[src/rtl/mca_pkg.sv]
// Shared types and constants of the minimum-cost assignment block.
package mca_pkg;

  // Fixed field widths
  localparam int CostW = 16;
  localparam int IdxW  = 3;
  localparam int CfgW  = 4;
  localparam int OutW  = 19;

  // Worker count after reset
  localparam logic [CfgW-1:0] CFG_RESET = 4'd8;

  // Limits of the emitted cost
  localparam int OUT_MAX = 262143;
  localparam int OUT_MIN = -262144;

  // Controller states
  typedef enum logic [2:0] {
    ST_IDLE,
    ST_START,
    ST_RUN,
    ST_DRAIN,
    ST_WRITE,
    ST_DONE
  } state_e;

  // Commands from controller to datapath
  typedef struct packed {
    logic load;        // store the accepted cost entry
    logic start;       // seed the empty subset, restart the subset walk
    logic issue;       // read cost and subset entry for the current worker
    logic clr;         // forget the running minimum
    logic write_best;  // store the running minimum, advance the subset
    logic emit;        // load the output register
  } cmd_t;

  // Status from datapath to controller
  typedef struct packed {
    logic w_last;      // current worker is the last one in use
    logic s_last;      // current subset is the full set
    logic n_zero;      // no workers in use
    logic out_busy;    // output register holds an item that is not taken
  } stat_t;

endpackage

[src/rtl/mca_ctrl.sv]
// Sequencer of the minimum-cost assignment block.
module mca_ctrl import mca_pkg::*; (
  input  logic  clk_i,
  input  logic  rst_ni,
  input  logic  in_valid_i,
  input  logic  in_last_entry_i,
  input  stat_t stat_i,
  output logic  in_stall_o,
  output cmd_t  cmd_o
);

  state_e state_q, state_d;

  // State register
  always_ff @(posedge clk_i or negedge rst_ni) begin
    if (!rst_ni) begin
      state_q <= ST_IDLE;
    end else begin
      state_q <= state_d;
    end
  end

  // Next state and commands
  always_comb begin
    state_d    = state_q;
    cmd_o      = '0;
    in_stall_o = 1'b1;
    unique case (state_q)
      ST_IDLE: begin
        in_stall_o = 1'b0;
        if (in_valid_i) begin
          cmd_o.load = 1'b1;
          if (in_last_entry_i) begin
            state_d = ST_START;
          end
        end
      end
      ST_START: begin
        cmd_o.start = 1'b1;
        cmd_o.clr   = 1'b1;
        state_d     = stat_i.n_zero ? ST_DONE : ST_RUN;
      end
      ST_RUN: begin
        cmd_o.issue = 1'b1;
        if (stat_i.w_last) begin
          state_d = ST_DRAIN;
        end
      end
      ST_DRAIN: begin
        state_d = ST_WRITE;
      end
      ST_WRITE: begin
        cmd_o.write_best = 1'b1;
        cmd_o.clr        = 1'b1;
        state_d          = stat_i.s_last ? ST_DONE : ST_RUN;
      end
      ST_DONE: begin
        if (!stat_i.out_busy) begin
          cmd_o.emit = 1'b1;
          state_d    = ST_IDLE;
        end
      end
      default: begin
        state_d = ST_IDLE;
      end
    endcase
  end

endmodule

[config.mk]
export PLATFORM = sky130hd
export DESIGN_NAME = mca_ctrl
export DESIGN_NICKNAME = d
export VERILOG_FILES = /design/src/rtl/mca_pkg.sv /design/src/rtl/mca_ctrl.sv
export SDC_FILE = /design/constraint.sdc
export NUM_CORES = 1
export LEC_CHECK = 0
export BUFFER_PORTS_ARGS = -buffer_cell sky130_fd_sc_hd__buf_2
export CORE_AREA = 10 10 47 49
export CTS_BUF_LIST = sky130_fd_sc_hd__clkbuf_8 sky130_fd_sc_hd__clkbuf_16
export CTS_CLUSTER_DIAMETER = 40
export CTS_CLUSTER_SIZE = 40
export DETAILED_ROUTE_END_ITERATION = 16
export DIE_AREA = 0 0 57 59
export GPL_TIMING_DRIVEN = 0
export MAX_ROUTING_LAYER = met4
export PLACE_DENSITY = 0.47
export SLEW_MARGIN = 20
export SYNTH_ARGS = -nofsm -noshare
export SYNTH_HDL_FRONTEND = slang
export SYNTH_SLANG_ARGS = --single-unit
[constraint.sdc]
create_clock -name clk_i -period 1.4 [get_ports clk_i]
set_clock_uncertainty 0.2 [all_clocks]
set_input_delay 0.14 -clock clk_i [delete_from_list [all_inputs] [get_ports clk_i]]
set_output_delay 0.14 -clock clk_i [all_outputs]
set_load 0.02 [all_outputs]
==> impl_metrics.json <==
{
  "gr-usage-all-layers": 0.0493,
  "power_w": 0.00138,
  "remaining_drc_errors": 0,
  "insertedDiodeCount": 0,
  "slowest_delay_ns": 0.36,
  "slowest_stage": "dfrtp_1",
  "port-buffer-count": 14,
  "slew_viol_final": 0,
  "fin_crit_sh": 1.14,
  "dr.pass1.iters": 1,
  "cts_tree": "yes",
  "h-tree-depth": 1,
  "synth_nets": 42,
  "synth-edff-count": 0,
  "ys.flop_type": "dfrtp_1",
  "cp.buffers_inverters": 2,
  "fin_area_um2": 556,
  "synthToLayoutAreaGrowth_pct": 107,
  "crit_chain": "buf_6, or3_4, nor2_4, buf_6",
  "yosysTopAreaCell": "dfrtp_1",
  "wl_per_cell_um": 11.2,
  "initial_core_util": 0.192,
  "grt_pass1_wl_um": 1300,
  "pwr_density_cell_mw_per_mm2": 2480,
  "largest_reg_flops": 3,
  "clk_pin_slew_ns": 0.03,
  "synth_top_area_frac": 0.279,
  "violations": "setup timing",
  "irDropWorstVdd_uv": 1160,
  "timing.rr.end": "state_q[1]",
  "r2r_cells": 5,
  "relSlewSlack": 0.898,
  "place_area_um2": 369,
  "grt_max_degree": 11,
  "worst_pin_slew_ns": 0.152,
  "die_area_mm2": 0.00336,
  "r2r-start": "state_q[1]",
  "finalSetupTns_ns": -0.731,
  "hold_violations": 0,
  "worst-r2r-setup-slack_ns": 0.06,
  "clk_latency_ns": 0.22,
  "io_pins": 15,
  "cts_made_buffers": 3,
  "synth.top_cells.by_area": "dfrtp_1 (28%), buf_6 (8.4%), a21oi_1 (7.4%)",
  "fmax_mhz": 624,
  "dp_cells": 64,
  "top_regs": "state_q: 3 flops",
  "grt_pass1_vias": 322,
  "syn-cell-area_um2": 269,
  "grt_antenna_before_repair": 0,
  "synth_common_cells": "a21oi_1 (4), nor2_1 (4), dfrtp_1 (3), inv_1 (3), nand2b_1 (3)",
  "final_cells": 76,
  "critPathLaunchType": "register",
  "cpMostUsedCell": "buf_6",
  "crit_family": "simple AND/OR/NAND/NOR gates",
  "whs_ns": 0.0483,
  "worstPathRequired_ns": 1.06,
  "core_area_mm2": 0.00140,
  "drive_gt1_frac": 0.600,
  "rsz0062_at_grt": "true",
  "gr-total-overflow": 0,
  "final.setup.worst_slack_ns": -0.202,
  "drt-initial-drc-count": 0,
  "ys_async_sr_fraction": 1.00,
  "largest-register": "state_q",
  "floorplan.die.width_um": 57,
  "cts.sinks": 3,
  "synth_cells": 34,
  "fin_nets": 69,
  "synth_seq_cells": 3,
  "fin_crit_ns": 1.60,
  "cts_root_buffer": "clkbuf_8",
  "cp-end-kind": "primary output",
  "clockBufferDepth": 2,
  "avgSynthCellArea_um2": 7.91,
  "path_max_fanout": 6,
  "hp-class": "in2async",
  "route.vias.total": 328,
  "fill_cells": 144,
  "leakagePower_nw": 0.277,
  "viasPerCell": 4.32,
  "place_congestion": 0.675,
  "finalSetupViolCount": 7,
  "antenna_left": 0,
  "path_class": "reg2out",
  "rows": 14,
  "synthDistinctLibCells": 19,
  "outcome": "complete, but fails checks",
  "seq_area_frac_synth": 0.279,
  "arrival_ns": 1.26,
  "maxCapViolCount": 0,
  "yosysWarnings": 0,
  "die_h_um": 59,
  "drt_wl_total_um": 854
}
[metrics by stage]
step                      worst slack (ns)   util
after detailed placement           -0.0425  0.263
final                               -0.202  0.396
after CTS                           -0.219  0.353
after floorplan                     0.0113      -
after global placement             -0.0369  0.263
after global routing                -0.249  0.396
[final cells by class]
class | count | area (um2) | area share
clock buffer | 3 | 41.3 | 0.0743
sequential | 3 | 76.3 | 0.137
tap | 16 | 20.0 | 0.0360
clock inverter | 1 | 3.75 | 0.00676
timing repair buffer | 23 | 188 | 0.338
buffer | 2 | 18.8 | 0.0338
inverter | 3 | 11.3 | 0.0203
multi-input combinational | 25 | 196 | 0.354
[routing by layer]
layer  track usage  wire (um)
met1        0.0511        336
met2        0.0744        437
met3        0.0365         80
met4        0.0101          0
met5             -          0
[layout by cell type (no fill, tap or decap), drive strengths merged]
| cell | Yosys | routed |
|---|---|---|
| nor3b | 1 | 1 |
| a21oi | 4 | 4 |
| o21a | 1 | 1 |
| o21ai | 2 | 2 |
| a21o | 1 | 1 |
| nand2 | 2 | 2 |
| dfrtp | 3 | 3 |
| a211oi | 1 | 1 |
| o22ai | 1 | 1 |
| nor2 | 5 | 5 |
| or3 | 1 | 1 |
| nand3 | 1 | 1 |
| nand2b | 4 | 4 |
| buf | 3 | 22 |
| o22a | 1 | 1 |
| inv | 3 | 4 |
| dlygate4sd3 | 0 | 2 |
| clkbuf | 0 | 4 |
[logic make-up (layout without fill, tap and decap cells)]
kind of cell | Yosys count | in the layout | share of synthesized area
AO/OA/AOI/OAI | 11 | 11 | 0.251
buffers and inverters | 6 | 32 | 0.153
flip-flops | 3 | 3 | 0.279
AND/OR/NAND/NOR | 14 | 14 | 0.316
[worst reg2reg max path: stages, from the launching register on]
cell and delay [ns]:
dfrtp_1 0.36, buf_6 0.13, nand2b_4 0.16, buf_4 0.14, o21a_1 0.17, o22ai_2 0.11
[how the worst max path moves through the flow]
stage,cells after the start,startpoint,endpoint
final,4,state_q[1],cmd_o[5]
after global routing,4,state_q[1],cmd_o[5]
after CTS,4,state_q[0],cmd_o[5]
after detailed placement,4,state_q[1],cmd_o[5]
after global placement,4,state_q[1],cmd_o[5]
after floorplan,3,state_q[1],cmd_o[5]
[power breakdown]
part	leakage (nW)	switching (W)	total (W)	internal, W
Combinational	0.214	0.000448	0.000966	0.000518
Clock	0.0269	0.0000580	0.000245	0.000187
Sequential	0.0364	0.0000389	0.000170	0.000131
[repair_timing]
item                                   4_1_cts  5_1_grt
hold buffers                                 2        0
gates resized for setup                      9       14
buffers inserted                             4        3
endpoints found under the hold margin        4        0
setup endpoints to repair                    7        9
pin swaps                                    2        2
Note: power is estimated with default switching activity, not from simulation.
